==> config.mk <==
export PLATFORM = sky130hd
export DESIGN_NAME = http_date_parser_core_flat
export DESIGN_NICKNAME = d
export VERILOG_FILES = /design/src/sv/hdp_pkg.sv /design/src/sv/hdp_char_if.sv /design/src/sv/hdp_date_if.sv /design/src/sv/hdp_lexer.sv /design/src/sv/hdp_queue.sv /design/src/sv/hdp_eval.sv /design/src/sv/http_date_parser_core.sv /design/src/flat_wrapper.sv
export SDC_FILE = /design/constraint.sdc
export NUM_CORES = 1
export LEC_CHECK = 0
export BUFFER_PORTS_ARGS = -buffer_cell sky130_fd_sc_hd__buf_2
export CORE_AREA = 4 4 276 224
export CTS_BUF_LIST = sky130_fd_sc_hd__clkbuf_4 sky130_fd_sc_hd__clkbuf_8
export CTS_CLUSTER_SIZE = 14
export DETAILED_ROUTE_END_ITERATION = 16
export DIE_AREA = 0 0 280 228
export GPL_TIMING_DRIVEN = 0
export PLACE_DENSITY = 0.72
export SYNTH_ARGS = -nofsm -noshare
export SYNTH_HDL_FRONTEND = slang
export SYNTH_HIERARCHICAL = 1
export SYNTH_SLANG_ARGS = --single-unit
==> constraint.sdc <==
create_clock -name clk -period 9.6 [get_ports clk]
set_input_delay 1.92 -clock clk [delete_from_list [all_inputs] [get_ports clk]]
set_output_delay 1.92 -clock clk [all_outputs]
set_load 0.005 [all_outputs]
==> src/sv/hdp_pkg.sv <==
`default_nettype none

package hdp_pkg;

    // Number of lexems kept per date string
    localparam int MAX_LEXEMS  = 7;
    localparam int LEX_CNT_W   = 3;
    localparam int LEX_LEN_MAX = 7;

    // Character codes
    localparam logic [7:0] CH_SPACE  = 8'h20;
    localparam logic [7:0] CH_COMMA  = 8'h2C;
    localparam logic [7:0] CH_HYPHEN = 8'h2D;
    localparam logic [7:0] CH_COLON  = 8'h3A;
    localparam logic [7:0] CH_ZERO   = 8'h30;
    localparam logic [7:0] CH_NINE   = 8'h39;
    localparam logic [7:0] CH_T      = 8'h54;

    // Year handling
    localparam int YEAR_BASE      = 1900;
    localparam int YEAR_SHORT_MAX = 99;

    // Output field widths
    localparam int FIELD_W = 20;
    localparam int MONTH_W = 4;
    localparam int YEAR_W  = 21;

    typedef enum logic [1:0] {
        STATUS_OK         = 2'd0,
        STATUS_BAD_NUMBER = 2'd1,
        STATUS_BAD_MONTH  = 2'd2,
        STATUS_TOO_FEW    = 2'd3
    } status_t;

    typedef struct packed {
        logic               ok;
        logic [MONTH_W-1:0] idx;
    } month_match_t;

    localparam logic [23:0] MONTH_NAMES [12] = '{
        24'h4A616E, 24'h466562, 24'h4D6172, 24'h417072, 24'h4D6179, 24'h4A756E,
        24'h4A756C, 24'h417567, 24'h536570, 24'h4F6374, 24'h4E6F76, 24'h446563
    };

    // Case-sensitive three-letter month lookup
    function automatic month_match_t month_lookup(input logic [23:0] name);
        month_match_t res;
        res.ok  = 1'b0;
        res.idx = '0;
        for (int m = 0; m < 12; m++) begin
            if (MONTH_NAMES[m] == name) begin
                res.ok  = 1'b1;
                res.idx = MONTH_W'(m);
            end
        end
        return res;
    endfunction

endpackage

`default_nettype wire

==> src/sv/hdp_char_if.sv <==
`default_nettype none

interface hdp_char_if;
    logic       valid;
    logic       ready;
    logic [7:0] char_code;
    logic       is_last;

    modport source (output valid, output char_code, output is_last, input ready);
    modport sink (input valid, input char_code, input is_last, output ready);
endinterface

`default_nettype wire

==> src/sv/hdp_date_if.sv <==
`default_nettype none

interface hdp_date_if;
    logic               valid;
    logic               ready;
    logic [1:0]         status;
    logic [19:0]        seconds;
    logic [19:0]        minutes;
    logic [19:0]        hours;
    logic [19:0]        day_of_month;
    logic [3:0]         month_index;
    logic signed [20:0] year_offset;

    modport source (
        output valid, output status, output seconds, output minutes, output hours,
        output day_of_month, output month_index, output year_offset, input ready
    );
    modport sink (
        input valid, input status, input seconds, input minutes, input hours,
        input day_of_month, input month_index, input year_offset, output ready
    );
endinterface

`default_nettype wire

==> src/sv/hdp_lexer.sv <==
`default_nettype none

module hdp_lexer
    import hdp_pkg::*;
#(
    parameter int VALUE_BITS = 20,
    parameter int SLOT_W     = VALUE_BITS + 6,
    parameter int JOB_W      = MAX_LEXEMS * SLOT_W + LEX_CNT_W + 1
) (
    input  wire logic             clk,
    input  wire logic             rst_n,
    hdp_char_if.sink              char_in,
    output logic                  push_valid,
    input  wire logic             push_ready,
    output logic [JOB_W-1:0]      push_data
);

    localparam int ACC_W = VALUE_BITS + 4;
    localparam logic [ACC_W-1:0] VALUE_MAX = ACC_W'((64'd1 << VALUE_BITS) - 64'd1);

    logic [VALUE_BITS-1:0] value_reg, value_next;
    logic                  ok_reg, ok_next;
    logic [2:0]            len_reg, len_next;
    logic [23:0]           name_reg, name_next;
    logic                  prev_delim_reg, prev_delim_next;
    logic [LEX_CNT_W-1:0]  count_reg, count_next;
    logic [SLOT_W-1:0]     slots_reg [MAX_LEXEMS];

    logic                  accept;
    logic                  delim;
    logic                  digit;
    logic [ACC_W-1:0]      acc;
    logic                  over;
    logic [VALUE_BITS-1:0] value_upd;
    logic                  ok_upd;
    logic [2:0]            len_upd;
    logic [23:0]           name_upd;
    logic                  do_close;
    logic                  has_room;
    logic [VALUE_BITS-1:0] src_value;
    logic                  src_ok;
    logic [2:0]            src_len;
    logic [23:0]           src_name;
    month_match_t          mon;
    logic [SLOT_W-1:0]     new_slot;

    assign char_in.ready = push_ready;
    assign accept = char_in.valid && push_ready;

    // Character classes
    assign delim = (char_in.char_code == CH_SPACE) || (char_in.char_code == CH_COMMA)
                || (char_in.char_code == CH_HYPHEN) || (char_in.char_code == CH_COLON);
    assign digit = (char_in.char_code >= CH_ZERO) && (char_in.char_code <= CH_NINE);

    // Lexem after taking a non-delimiter: decimal accumulate, saturating
    assign acc = (ACC_W'(value_reg) << 3) + (ACC_W'(value_reg) << 1)
               + ACC_W'(char_in.char_code[3:0]);
    assign over = acc > VALUE_MAX;
    assign value_upd = !digit ? value_reg
                     : (over ? VALUE_MAX[VALUE_BITS-1:0] : acc[VALUE_BITS-1:0]);
    assign ok_upd = ok_reg && digit && !over;
    assign len_upd = (len_reg < 3'(LEX_LEN_MAX)) ? len_reg + 3'd1 : len_reg;
    assign name_upd = {name_reg[15:0], char_in.char_code};

    // A delimiter closes the lexem before it; the last character closes its own
    assign do_close = delim ? !prev_delim_reg : char_in.is_last;
    assign has_room = count_reg < LEX_CNT_W'(MAX_LEXEMS);
    assign src_value = delim ? value_reg : value_upd;
    assign src_ok    = delim ? ok_reg : ok_upd;
    assign src_len   = delim ? len_reg : len_upd;
    assign src_name  = delim ? name_reg : name_upd;

    // Slot for the closing lexem: {month index, month ok, number ok, value}
    always_comb
    begin
        mon = month_lookup(src_name);
        if (src_len != 3'd3) begin
            mon.ok  = 1'b0;
            mon.idx = '0;
        end
        new_slot = {mon.idx, mon.ok, src_ok && (src_len != 3'd0), src_value};
    end

    // Job for the back end: slots with the final close folded in
    always_comb
    begin
        for (int i = 0; i < MAX_LEXEMS; i++) begin
            push_data[i*SLOT_W +: SLOT_W] =
                (do_close && (count_reg == LEX_CNT_W'(i))) ? new_slot : slots_reg[i];
        end
        push_data[MAX_LEXEMS*SLOT_W +: LEX_CNT_W] =
            count_reg + LEX_CNT_W'(do_close && has_room);
        push_data[JOB_W-1] = (char_in.char_code == CH_T);
    end

    assign push_valid = char_in.valid && char_in.is_last;

    // Stream state next values
    always_comb
    begin
        value_next      = value_reg;
        ok_next         = ok_reg;
        len_next        = len_reg;
        name_next       = name_reg;
        prev_delim_next = prev_delim_reg;
        count_next      = count_reg;
        if (accept) begin
            if (char_in.is_last) begin
                value_next      = '0;
                ok_next         = 1'b1;
                len_next        = '0;
                name_next       = '0;
                prev_delim_next = 1'b0;
                count_next      = '0;
            end else if (delim) begin
                value_next      = '0;
                ok_next         = 1'b1;
                len_next        = '0;
                name_next       = '0;
                prev_delim_next = 1'b1;
                if (do_close && has_room) begin
                    count_next = count_reg + LEX_CNT_W'(1);
                end
            end else begin
                value_next      = value_upd;
                ok_next         = ok_upd;
                len_next        = len_upd;
                name_next       = name_upd;
                prev_delim_next = 1'b0;
            end
        end
    end

    always_ff @(posedge clk or negedge rst_n)
    begin
        if (!rst_n) begin
            value_reg      <= '0;
            ok_reg         <= 1'b1;
            len_reg        <= '0;
            name_reg       <= '0;
            prev_delim_reg <= 1'b0;
            count_reg      <= '0;
        end else begin
            value_reg      <= value_next;
            ok_reg         <= ok_next;
            len_reg        <= len_next;
            name_reg       <= name_next;
            prev_delim_reg <= prev_delim_next;
            count_reg      <= count_next;
        end
    end

    // Slot store, written at the lexem count
    always_ff @(posedge clk)
    begin
        if (accept && do_close && has_room && !char_in.is_last) begin
            slots_reg[count_reg] <= new_slot;
        end
    end

endmodule

`default_nettype wire

==> src/sv/hdp_queue.sv <==
`default_nettype none

module hdp_queue #(
    parameter int WIDTH = 8
) (
    input  wire logic             clk,
    input  wire logic             rst_n,
    input  wire logic             push_valid,
    output logic                  push_ready,
    input  wire logic [WIDTH-1:0] push_data,
    output logic                  pop_valid,
    input  wire logic             pop_ready,
    output logic [WIDTH-1:0]      pop_data
);

    // Two-entry FIFO between lexer and evaluator
    logic [WIDTH-1:0] entry_reg [2];
    logic             wr_ptr_reg, wr_ptr_next;
    logic             rd_ptr_reg, rd_ptr_next;
    logic [1:0]       fill_reg, fill_next;
    logic             do_push;
    logic             do_pop;

    assign push_ready = (fill_reg != 2'd2);
    assign pop_valid  = (fill_reg != 2'd0);
    assign pop_data   = entry_reg[rd_ptr_reg];
    assign do_push    = push_valid && push_ready;
    assign do_pop     = pop_valid && pop_ready;

    always_comb
    begin
        wr_ptr_next = wr_ptr_reg ^ do_push;
        rd_ptr_next = rd_ptr_reg ^ do_pop;
        fill_next   = fill_reg + 2'(do_push) - 2'(do_pop);
    end

    always_ff @(posedge clk or negedge rst_n)
    begin
        if (!rst_n) begin
            wr_ptr_reg <= 1'b0;
            rd_ptr_reg <= 1'b0;
            fill_reg   <= 2'd0;
        end else begin
            wr_ptr_reg <= wr_ptr_next;
            rd_ptr_reg <= rd_ptr_next;
            fill_reg   <= fill_next;
        end
    end

    always_ff @(posedge clk)
    begin
        if (do_push) begin
            entry_reg[wr_ptr_reg] <= push_data;
        end
    end

endmodule

`default_nettype wire

==> src/sv/hdp_eval.sv <==
`default_nettype none

module hdp_eval
    import hdp_pkg::*;
#(
    parameter int VALUE_BITS = 20,
    parameter int SLOT_W     = VALUE_BITS + 6,
    parameter int JOB_W      = MAX_LEXEMS * SLOT_W + LEX_CNT_W + 1
) (
    input  wire logic             clk,
    input  wire logic             rst_n,
    input  wire logic             job_valid,
    output logic                  job_ready,
    input  wire logic [JOB_W-1:0] job_data,
    hdp_date_if.source            date_out
);

    localparam int EXT_W = (VALUE_BITS > FIELD_W) ? VALUE_BITS : FIELD_W;
    localparam int YW    = (VALUE_BITS + 2 > YEAR_W) ? VALUE_BITS + 2 : YEAR_W;

    logic [VALUE_BITS-1:0] val [MAX_LEXEMS];
    logic                  num_ok [MAX_LEXEMS];
    logic                  mon_ok [MAX_LEXEMS];
    logic [MONTH_W-1:0]    mon_idx [MAX_LEXEMS];
    status_t               err [MAX_LEXEMS];
    logic [LEX_CNT_W-1:0]  count;
    logic                  gmt;
    status_t               status_c;

    logic [VALUE_BITS-1:0] day_v, hour_v, min_v, sec_v, year_v;
    logic [MONTH_W-1:0]    month_v;
    logic [EXT_W-1:0]      day_e, hour_e, min_e, sec_e;
    logic [YW-1:0]         year_e, year_sub;
    logic [YEAR_W-1:0]     year_c;

    logic                  out_valid_reg;
    status_t               status_reg;
    logic [FIELD_W-1:0]    sec_reg, min_reg, hour_reg, day_reg;
    logic [MONTH_W-1:0]    month_reg;
    logic [YEAR_W-1:0]     year_reg;
    logic                  load;

    // Unpack the job
    always_comb
    begin
        for (int i = 0; i < MAX_LEXEMS; i++) begin
            val[i]     = job_data[i*SLOT_W +: VALUE_BITS];
            num_ok[i]  = job_data[i*SLOT_W + VALUE_BITS];
            mon_ok[i]  = job_data[i*SLOT_W + VALUE_BITS + 1];
            mon_idx[i] = job_data[i*SLOT_W + VALUE_BITS + 2 +: MONTH_W];
        end
        count = job_data[MAX_LEXEMS*SLOT_W +: LEX_CNT_W];
        gmt   = job_data[JOB_W-1];
    end

    // Per-position error code; the month is the third lexem in GMT order and
    // the second in asctime order, and the day name is never checked
    always_comb
    begin
        for (int i = 0; i < MAX_LEXEMS; i++) begin
            err[i] = STATUS_OK;
            if (i != 0) begin
                if ((gmt && (i == 2)) || (!gmt && (i == 1))) begin
                    if (!mon_ok[i]) err[i] = STATUS_BAD_MONTH;
                end else if (!num_ok[i]) begin
                    err[i] = STATUS_BAD_NUMBER;
                end
            end
        end
    end

    // First failing kept lexem wins, else too few lexems
    always_comb
    begin
        status_c = (count < LEX_CNT_W'(MAX_LEXEMS)) ? STATUS_TOO_FEW : STATUS_OK;
        for (int i = MAX_LEXEMS - 1; i >= 0; i--) begin
            if ((LEX_CNT_W'(i) < count) && (err[i] != STATUS_OK)) begin
                status_c = err[i];
            end
        end
    end

    // Field selection by token order
    always_comb
    begin
        if (gmt) begin
            day_v   = val[1];
            month_v = mon_idx[2];
            year_v  = val[3];
            hour_v  = val[4];
            min_v   = val[5];
            sec_v   = val[6];
        end else begin
            month_v = mon_idx[1];
            day_v   = val[2];
            hour_v  = val[3];
            min_v   = val[4];
            sec_v   = val[5];
            year_v  = val[6];
        end
        day_e    = EXT_W'(day_v);
        hour_e   = EXT_W'(hour_v);
        min_e    = EXT_W'(min_v);
        sec_e    = EXT_W'(sec_v);
        year_e   = YW'(year_v);
        year_sub = year_e - YW'(YEAR_BASE);
        year_c   = (year_e > YW'(YEAR_SHORT_MAX)) ? year_sub[YEAR_W-1:0]
                                                  : year_e[YEAR_W-1:0];
    end

    // Output register
    assign load      = job_valid && (!out_valid_reg || date_out.ready);
    assign job_ready = !out_valid_reg || date_out.ready;

    always_ff @(posedge clk or negedge rst_n)
    begin
        if (!rst_n) begin
            out_valid_reg <= 1'b0;
        end else if (load) begin
            out_valid_reg <= 1'b1;
        end else if (date_out.ready) begin
            out_valid_reg <= 1'b0;
        end
    end

    always_ff @(posedge clk)
    begin
        if (load) begin
            status_reg <= status_c;
            if (status_c == STATUS_OK) begin
                sec_reg   <= sec_e[FIELD_W-1:0];
                min_reg   <= min_e[FIELD_W-1:0];
                hour_reg  <= hour_e[FIELD_W-1:0];
                day_reg   <= day_e[FIELD_W-1:0];
                month_reg <= month_v;
                year_reg  <= year_c;
            end else begin
                sec_reg   <= '0;
                min_reg   <= '0;
                hour_reg  <= '0;
                day_reg   <= '0;
                month_reg <= '0;
                year_reg  <= '0;
            end
        end
    end

    assign date_out.valid        = out_valid_reg;
    assign date_out.status       = status_reg;
    assign date_out.seconds      = sec_reg;
    assign date_out.minutes      = min_reg;
    assign date_out.hours        = hour_reg;
    assign date_out.day_of_month = day_reg;
    assign date_out.month_index  = month_reg;
    assign date_out.year_offset  = $signed(year_reg);

endmodule

`default_nettype wire

==> src/sv/http_date_parser_core.sv <==
// HTTP date parser core.
// char_in takes one character per beat (char_code, is_last); date_out gives
// one broken-down date per string, issued after the beat that has is_last set.
// Throughput: one character per cycle while the job queue has room. The lexer
// keeps all stream state and folds the final character in the same cycle it
// is taken. After the final character's beat, the job passes through the job
// queue, then the evaluator's output register, before the date beat is valid.
// A two-entry job queue sits between lexer and evaluator; if date_out is
// stalled and the queue fills, char_in.ready drops until a date is taken.
// Up to two finished dates can wait while the next string streams in.
// Reset (rst_n low, asynchronous) empties the queue, drops date_out.valid and
// starts a fresh string; no clearing pass is needed.
// Non-zero status means every other field of the date beat is zero.
`default_nettype none

module http_date_parser_core
    import hdp_pkg::*;
#(
    parameter int VALUE_BITS = 20
) (
    input  wire logic clk,
    input  wire logic rst_n,
    hdp_char_if.sink   char_in,
    hdp_date_if.source date_out
);

    localparam int SLOT_W = VALUE_BITS + 6;
    localparam int JOB_W  = MAX_LEXEMS * SLOT_W + LEX_CNT_W + 1;

    logic             push_valid;
    logic             push_ready;
    logic [JOB_W-1:0] push_data;
    logic             pop_valid;
    logic             pop_ready;
    logic [JOB_W-1:0] pop_data;

    hdp_lexer #(
        .VALUE_BITS (VALUE_BITS),
        .SLOT_W     (SLOT_W),
        .JOB_W      (JOB_W)
    ) u_lexer (
        .clk        (clk),
        .rst_n      (rst_n),
        .char_in    (char_in),
        .push_valid (push_valid),
        .push_ready (push_ready),
        .push_data  (push_data)
    );

    hdp_queue #(
        .WIDTH (JOB_W)
    ) u_queue (
        .clk        (clk),
        .rst_n      (rst_n),
        .push_valid (push_valid),
        .push_ready (push_ready),
        .push_data  (push_data),
        .pop_valid  (pop_valid),
        .pop_ready  (pop_ready),
        .pop_data   (pop_data)
    );

    hdp_eval #(
        .VALUE_BITS (VALUE_BITS),
        .SLOT_W     (SLOT_W),
        .JOB_W      (JOB_W)
    ) u_eval (
        .clk       (clk),
        .rst_n     (rst_n),
        .job_valid (pop_valid),
        .job_ready (pop_ready),
        .job_data  (pop_data),
        .date_out  (date_out)
    );

endmodule

`default_nettype wire

==> src/flat_wrapper.sv <==
// flat-port wrapper written by rule: the top's interface ports become plain ports
module http_date_parser_core_flat import hdp_pkg::*;
#(
    parameter int VALUE_BITS = 20
)
  (clk, rst_n, char_in_valid, char_in_char_code, char_in_is_last, char_in_ready, date_out_valid, date_out_status, date_out_seconds, date_out_minutes, date_out_hours, date_out_day_of_month, date_out_month_index, date_out_year_offset, date_out_ready);
  hdp_char_if char_in_i ();
  hdp_date_if date_out_i ();
  input  wire logic clk;
  input  wire logic rst_n;
  input wire logic [$bits(char_in_i.valid)-1:0] char_in_valid;
  input wire logic [$bits(char_in_i.char_code)-1:0] char_in_char_code;
  input wire logic [$bits(char_in_i.is_last)-1:0] char_in_is_last;
  output wire logic [$bits(char_in_i.ready)-1:0] char_in_ready;
  output wire logic [$bits(date_out_i.valid)-1:0] date_out_valid;
  output wire logic [$bits(date_out_i.status)-1:0] date_out_status;
  output wire logic [$bits(date_out_i.seconds)-1:0] date_out_seconds;
  output wire logic [$bits(date_out_i.minutes)-1:0] date_out_minutes;
  output wire logic [$bits(date_out_i.hours)-1:0] date_out_hours;
  output wire logic [$bits(date_out_i.day_of_month)-1:0] date_out_day_of_month;
  output wire logic [$bits(date_out_i.month_index)-1:0] date_out_month_index;
  output wire logic [$bits(date_out_i.year_offset)-1:0] date_out_year_offset;
  input wire logic [$bits(date_out_i.ready)-1:0] date_out_ready;
  assign char_in_i.valid = char_in_valid;
  assign char_in_i.char_code = char_in_char_code;
  assign char_in_i.is_last = char_in_is_last;
  assign char_in_ready = char_in_i.ready;
  assign date_out_valid = date_out_i.valid;
  assign date_out_status = date_out_i.status;
  assign date_out_seconds = date_out_i.seconds;
  assign date_out_minutes = date_out_i.minutes;
  assign date_out_hours = date_out_i.hours;
  assign date_out_day_of_month = date_out_i.day_of_month;
  assign date_out_month_index = date_out_i.month_index;
  assign date_out_year_offset = date_out_i.year_offset;
  assign date_out_i.ready = date_out_ready;
  http_date_parser_core #(.VALUE_BITS(VALUE_BITS)) u_core (.clk(clk), .rst_n(rst_n), .char_in(char_in_i), .date_out(date_out_i));
endmodule
## Yosys cells after proc, flatten, opt, wreduce, memory -nomap -nowiden

Memory sizes are Yosys's and may differ from the RTL's.
Cells that the tools add are included.

| storage, ports and cells | value |
|---|---|
| register bits after elaboration | 164 |
| bits in writable memories | 554 |
| bits of input ports | 13 |
| output and inout bits | 109 |
| word-level logic and storage cells | 187 |
| memories | 2 |

| operators by class | value |
|---|---|
| $add $sub $neg | 8 |
| $lt $le $gt $ge | 13 |
| equal/unequal tests | 25 |
| mux-type cells | 71 |
| bitwise gates (word level) | 2 |
| reduce and logical (&&, ||, !) cells | 48 |

Memories:

| name | words | bits a word | read ports | clocked after Yosys merged registers in | write ports | RTL line | text |
|---|---|---|---|---|---|---|---|
| u_core.u_queue.entry_reg | 2 | 186 | 1 | 0 | 1 | hdp_queue.sv:17 | `logic [WIDTH-1:0] entry_reg [2];` |
| u_core.u_lexer.slots_reg | 7 | 26 | 7 | 0 | 1 | hdp_lexer.sv:27 | `logic [SLOT_W-1:0] slots_reg [MAX_LEXEMS];` |

Operators by type and width:

| kind | count |
|---|---|
| $eq A23 B24 Y1 const A | 12 |
| $mux W20 | 11 |
| $mux W26 | 7 |
| $mux W24 | 3 |
| $mux W5 | 13 |
| $eq A8 B6 Y1 const B | 4 |
| $logic_and A1 B1 Y1 | 25 |
| $add A23 B21 Y24 | 1 |
| $add A24 B4 Y24 | 1 |
| $gt A24 B20 Y1 const B | 1 |
| $mux W2 | 11 |
| $mux W3 | 7 |
| $sub A20 B11 Y21 const B | 1 |
| $gt A20 B7 Y1 const B | 1 |
| $reduce_bool A2 Y1 | 10 |
| $mux W1 | 18 |
| $eq A3 B3 Y1 const B | 3 |
| $lt A3 B3 Y1 const A | 3 |
| $lt A3 B3 Y1 const B | 3 |
| $eq A8 B7 Y1 const B | 1 |
| $ge A8 B6 Y1 const B | 1 |
| $le A8 B6 Y1 const B | 1 |
| $add A3 B1 Y3 const B | 2 |
| $eq A3 B2 Y1 const B | 2 |
| other kinds (17) | 25 |

## Longest topological paths before layout

Gate-level depths: netlist of the first run.

| depth | value |
|---|---|
| depth in word-level cells | 20 |
| gate-level depth with buffers | 17 |
| depth with buffers taken out | 12 |

## Cells and area by module

The synthesis of the first run kept the hierarchy.

Modules (own cells, without submodules):

| module | instances | cells an instance | area each (sq um) | seq. area each (sq um) |
|---|---|---|---|---|
| hdp_queue | 1 | 602 | 14,187.4 | 11,270.8 |
| hdp_lexer | 1 | 1,179 | 12,398.1 | 6,767.7 |
| hdp_eval | 1 | 461 | 5,685.5 | 3,238.1 |

## Worst setup path after synthesis of the first run

OpenSTA, ideal clock, no wires.

| path | value |
|---|---|
| kind | in2reg |
| start | in char_in_is_last |
| end | mem u_core/u_queue/entry_reg[0][0] (netlist name), enable pin |
| setup time | 0.570 ns |
| arrival | 6.842 ns |
| data required time | 9.030 ns |
| setup slack | 2.188 ns |
| cell stages on the path | 4 |
| path buffers | 1 |
| path through | clkbuf_1 > and2_1 > and2_1 > ha_1 |

| on the way | value |
|---|---|
| word-level cells in the longest chain between the ends | 4 |

Ends and longest elaborated chain:

| element | RTL line | text |
|---|---|---|
| start: declaration | flat_wrapper.sv:13 | `input wire logic [$bits(char_in_i.is_last)-1:0] char_in_is_last;` |
| $logic_and A1 B1 Y1 | hdp_lexer.sv:96 | `assign push_valid = char_in.valid && char_in.is_last;` |
| named net u_core.push_valid | http_date_parser_core.sv:30 | `logic push_valid;` |
| $logic_and A1 B1 Y1 | hdp_queue.sv:27 | `assign do_push = push_valid && push_ready;` |
| $mux W1 | hdp_queue.sv:52 | `if (do_push) begin` |
| $mux W1 (implied by the code) | hdp_queue.sv:53 | `entry_reg[wr_ptr_reg] <= push_data;` |
| end: declaration | hdp_queue.sv:17 |  |

The timed path passes the listed nets, and every way through them passes these cells.

## Worst setup path in the final report of the first run

| path | value |
|---|---|
| start | in char_in_char_code[3] |
| end | mem u_core/u_queue/entry_reg[1][158] (netlist name) (data pin) |

| on the way | value |
|---|---|
| word-level cells in the longest chain between the ends | 7 |
| elaborated cells on any way between the ends | 18 |
| those cells by class | add/sub: 1; order compare: 3; eq/ne: 4; mux: 5; reduce/logical: 5 |

Ends and longest elaborated chain:

| element | RTL line | text |
|---|---|---|
| start: declaration | flat_wrapper.sv:12 | `input wire logic [$bits(char_in_i.char_code)-1:0] char_in_char_code;` |
| branches (longest 6 deep; another with $add A24 B4 Y24) | n/a |  |
| $mux W26 * | hdp_lexer.sv:89 | `(do_close && (count_reg == LEX_CNT_W'(i))) ? new_slot : slots_reg[i];` |
| named net u_core.push_data[158] | http_date_parser_core.sv:32 | `logic [JOB_W-1:0] push_data;` |

Mark *: on every way through the listed nets, which the timed path passes.

==> results of run 1 <==
==> where the power goes <==
group	switching, mW	internal, mW
logic	1.40	0.993
registers	0.142	3.23
clock network	0.948	1.06
total	2.49	5.29
==> worst max-delay path by stage <==
| stage | start | cells past startpoint | slack, ns | to |
|---|---|---|---|---|
| after floorplan | char_in_is_last | 4 | 3.28 | u_core/u_queue/entry_reg[0][104] |
| after global placement | char_in_is_last | 5 | 0.94 | u_core/u_queue/entry_reg[0][159] |
| after detailed placement | char_in_char_code[3] | 12 | 2.71 | u_core/u_queue/entry_reg[0][158] |
| after CTS | char_in_char_code[3] | 12 | 3.44 | u_core/u_queue/entry_reg[1][158] |
| after global routing | char_in_char_code[3] | 12 | 3.11 | u_core/u_queue/entry_reg[1][156] |
| final | char_in_char_code[3] | 12 | 3.26 | u_core/u_queue/entry_reg[1][158] |
==> per-layer routing <==
metal  global-route usage, %  vias up
met5                       0        -
li1                        -     7811
met1                    30.0     8508
met2                    32.0      840
met4                    5.53        0
met3                    4.12      126
==> metrics by stage <==
step	utilization [%]	setup WS (ns)
after floorplan	-	3.28
after global placement	48.4	0.936
after detailed placement	48.9	2.71
after CTS	51.9	3.44
after global routing	51.9	3.11
final	51.9	3.26
==> area by class of cell <==
type                    count  area (um^2)
well taps                 779          975
flip-flops and latches    580        17100
multi-input cells        1217         9140
fillers                  4861        28500
clock inverters            32          176
plain buffers             118          683
inverters                  44          165
repair buffers            133          837
clock buffers             130         1580
==> results.yml, run 1 <==
outcome:
  outcome: "complete, no violations"
layout:
  fin_area_um2: 30700
  finalNonFillerCells: 3033
  final_common_cell: "edfxtp_1"
  final_layout_size_suffix_gt1_share_pct: 24.4
  largest_reg_flops: 280
  most-common-layout-cells: "edfxtp_1, nand2_1, nor2_1"
  nets: 2250
  diodes: 0
  area_delta_synth_final_pct: 13.3
power:
  power_density_nw_per_um2: 253
  power_mw: 7.78
  leakagePower_nw: 12.0
  irDropWorstVdd_v: 0.000102
setup_path:
  r2r_cells: 12
  worstReg2RegEnd: "u_core/u_queue/entry_reg[1][158]"
  critPathMaxFanout: 8
  ff2ff_setup_slack_ns: 4.21
  path_cells: "buf_2 -> fa_1 -> fa_1 -> a21oi_1 -> o211ai_1 -> a221oi_1 -> a21oi_1 -> or4_1 -> a21oi_1 -> nand2_1 -> o22ai_1 -> o21ai_0"
  worstPathRequired_ns: 9.91
  arrival_ns: 6.64
  critPathLaunchType: "input pin"
  end_kind: "flop"
  crit_type: "input pin to flop"
  cp_top_family: "compound AO/OA/AOI/OAI gates"
  path_buf_inv: 1
  slowest_delay_ns: 0.86
  cpMostUsedCell: "a21oi_1"
  r2r_start: "u_core/u_lexer/value_reg[1]"
  crit_slowest_cell: "o22ai_1"
detailed_routing:
  top_layer: "met4"
  drt_iter0_markers: 1893
  vias_per_cell: 5.70
  routed-wl-met2_um: 30800
  num_vias: 17300
  firstDrtPassIters: 5
  ant_nets: 0
  post-route-drc-count: 0
  wl_met1_um: 29600
  wl_um: 67700
  dr_wl_met3_um: 5770
  wl_per_cell_um: 22.3
placed_design:
  io_buffers: 120
  hpwl_um: 48600
  gp_congestion: 0.903
  place_area_um2: 28900
  place_inst: 2871
cts:
  numCtsBuffers: 90
  cts_max_level: 3
  clkLatencyLatePin_ns: 0.68
  ctsHoldBuffers: 0
  cts_resized: 0
  cts_sinks: 580
  path_clk_slew_ns: 0.06
  root_buffer: "clkbuf_8"
  cts_tree: "done"
  post_cts_buffers: 0
  clockBufferDepth: 3
sta:
  slew_viol_final: 0
  max_slew_margin_pct: 18.0
  period_needed_ns: 6.34
  hold_viol: 0
  rsz0062_at_grt: "false"
  fin_skew_ns: 0.0263
  max_freq_ghz: 0.158
  holdWs_ns: 0.501
  fin_setup_tns_ns: 0
  setup_violations: 0
  tightest_slew_ns: 1.23
  final.period_utilization_pct: 66.0
floorplan:
  start_util_pct: 45.8
  core_area_um2: 59200
  dieWidth_um: 280
  die_y_um: 228
  fp.dieArea_um2: 63800
  rows: 80
  io_pins: 122
synthesis:
  synth_cells: 1959
  syn_nets: 2025
  synth_area_um2: 27100
  avgSynthCellArea_um2: 13.8
  yosysWarnings: 6
worst_hold_path:
  worstHoldStart: "u_core/u_lexer/name_reg[21]"
  min_to: "u_core/u_lexer/name_reg[21]"
  worstHoldPathCells: 1
  hp-class: "flop to flop"
global_route:
  track_usage_pct: 20.7
  grt_start_max_net_pins: 75
  grt_pass1_vias: 17000
  grt-ovfl-total: 0
  antenna_found_initial: 1
  grt_pass1_wl_um: 102000
job:
  drv_cap: 0
No activity file was read; power rests on OpenSTA's default activity.
==> run 2, diff against run 1 <==
--- a/config.mk
+++ b/config.mk
@@ -12,7 +12,7 @@
 export DETAILED_ROUTE_END_ITERATION = 16
 export DIE_AREA = 0 0 280 228
 export GPL_TIMING_DRIVEN = 0
-export PLACE_DENSITY = 0.72
+export PLACE_DENSITY = 0.75
 export SYNTH_ARGS = -nofsm -noshare
 export SYNTH_HDL_FRONTEND = slang
 export SYNTH_HIERARCHICAL = 1
==> constraint.sdc (replaced) <==
create_clock -name clk -period 5.4 [get_ports clk]
set_input_delay 1.08 -clock clk [delete_from_list [all_inputs] [get_ports clk]]
set_output_delay 1.08 -clock clk [all_outputs]
set_load 0.005 [all_outputs]
==> results.yml, run 2 (same netlist as run 1, synthesis figures left out) <==
outcome:
  outcome: "complete, no violations"
setup_path:
  cpMostUsedCell: "a21oi_1"
  arrival_ns: 5.53
  path_cells: "buf_2 -> fa_1 -> fa_1 -> a21oi_1 -> o211ai_1 -> a221oi_1 -> a21oi_1 -> or4_1 -> a21oi_1 -> nand2_1 -> buf_4 -> o22ai_2 -> o21ai_0"
  r2r_cells: 13
  crit_end: "u_core/u_queue/entry_reg[1][145]"
  slowest_delay_ns: 0.57
  ff2ff_setup_slack_ns: 0.33
  worstPathRequired_ns: 5.76
  r2r_start: "u_core/u_lexer/value_reg[1]"
  startpoint: "char_in_char_code[3]"
  worstReg2RegEnd: "u_core/u_queue/entry_reg[1][145]"
  crit_slowest_cell: "a221oi_1"
  crit_type: "input pin to flop"
  critPathLaunchType: "input pin"
  end_kind: "flop"
  critPathMaxFanout: 10
floorplan:
  start_util_pct: 45.8
  dieWidth_um: 280
  core_area_um2: 59200
  die_y_um: 228
  io_pins: 122
  fp.dieArea_um2: 63800
  rows: 80
power:
  power_mw: 13.8
  leakagePower_nw: 12.0
  power_density_nw_per_um2: 451
  irDropWorstVdd_v: 0.000246
sta:
  max_freq_ghz: 0.193
  hold_viol: 0
  fin_skew_ns: 0.0376
  period_needed_ns: 5.17
  setup_violations: 0
  max_slew_margin_pct: 21.7
  final.period_utilization_pct: 95.8
  rsz0062_at_grt: "false"
  slew_viol_final: 0
  tightest_slew_ns: 1.17
layout:
  most-common-layout-cells: "edfxtp_1, nand2_1, nor2_1"
  fin_area_um2: 30700
  largest_reg_flops: 280
  area_delta_synth_final_pct: 13.2
  diodes: 0
  final_layout_size_suffix_gt1_share_pct: 24.4
  nets: 2245
  final_common_cell: "edfxtp_1"
cts:
  clkLatencyLatePin_ns: 0.69
  root_buffer: "clkbuf_8"
  cts_max_level: 3
  cts_sinks: 580
  clockBufferDepth: 3
  numCtsBuffers: 86
  cts_tree: "done"
  ctsHoldBuffers: 0
  path_clk_slew_ns: 0.07
detailed_routing:
  ant_nets: 0
  firstDrtPassIters: 6
  post-route-drc-count: 0
  wl_per_cell_um: 22.2
  drt_iter0_markers: 1959
  vias_per_cell: 5.77
  wl_um: 67100
  num_vias: 17400
global_route:
  antenna_found_initial: 0
  grt_pass1_vias: 17300
  grt-ovfl-total: 0
  grt_start_max_net_pins: 77
  track_usage_pct: 20.5
  grt_pass1_wl_um: 102000
worst_hold_path:
  hp-class: "input pin to async pin"
placed_design:
  place_area_um2: 28900
  hpwl_um: 48300
  gp_congestion: 0.921
  io_buffers: 120
job:
  drv_cap: 0
==> run 2: what timing repair did <==
item | CTS | global route
endpoints found under the setup margin | 0 | 26
setup buffers | 0 | 0
hold endpoints to repair | 0 | 0
resized for setup | 0 | 2
==> run 2: per-stage QoR <==
| stage | cells | setup WS [ns] | TNS, ns | util [%] | hold WS (ns) |
|---|---|---|---|---|---|
| global route | 3022 | 0.0249 | 0 | 51.8 | 0.512 |
| CTS | 3022 | 0.182 | 0 | 51.8 | 0.502 |
| finish | 3022 | 0.229 | 0 | 51.8 | 0.499 |
| floorplan | 1959 | 0.0308 | 0 | - | 0.464 |
| detailed placement | 2870 | -0.538 | -42.36 | 48.9 | 0.484 |
| global placement | 2858 | -2.11 | -375.08 | 48.5 | 0.480 |
==> run 2: worst min-delay path by stage <==
stage / from / end / slack, ns / depth (start not counted)
6_report: rst_n / u_core/u_lexer/value_reg[0] / 0.50 / 1
5_1_grt: u_core/u_lexer/name_reg[23] / u_core/u_lexer/name_reg[23] / 0.51 / 1
4_1_cts: u_core/u_lexer/name_reg[23] / u_core/u_lexer/name_reg[23] / 0.50 / 1
3_5_place_dp: u_core/u_lexer/name_reg[23] / u_core/u_lexer/name_reg[23] / 0.48 / 1
3_3_place_gp: u_core/u_lexer/name_reg[21] / u_core/u_lexer/name_reg[21] / 0.48 / 1
2_1_floorplan: u_core/u_lexer/name_reg[7] / u_core/u_lexer/name_reg[7] / 0.46 / 2
==> run 2: layout make-up <==
type,instances,area [um^2]
plain buffers,118,683
clock buffers,123,1490
clock inverters,29,229
fillers,4812,28500
inverters,44,165
multi-input cells,1217,9150
flip-flops and latches,580,17100
well taps,779,975
repair buffers,132,820
==> run 2: layer usage <==
metal | wire (um) | part of all wire (%) | track usage, % | vias up
li1 | - | - | - | 7807
met1 | 28800 | 43 | 28.9 | 8594
met2 | 31000 | 46 | 32.4 | 896
met3 | 5530 | 8.2 | 4.09 | 138
met4 | 1800 | 2.7 | 6.21 | 0
met5 | 0 | 0 | 0 | -
==> run 2: critical path: cells and delay by family <==
| family | cells | cell delay, ns |
|---|---|---|
| AO/OA/AOI/OAI | 7 | 2.36 |
| adder cells (fa/ha/maj) | 2 | 1.02 |
| AND/OR/NAND/NOR | 2 | 0.63 |
| buffers and inverters | 2 | 0.41 |
==> run 2: where the power goes <==
part           switching [mW]  total, mW  internal, mW
Combinational            2.48       4.24          1.77
Clock                    1.68       3.57          1.89
Sequential              0.254       6.00          5.75
Total                    4.41       13.8          9.41
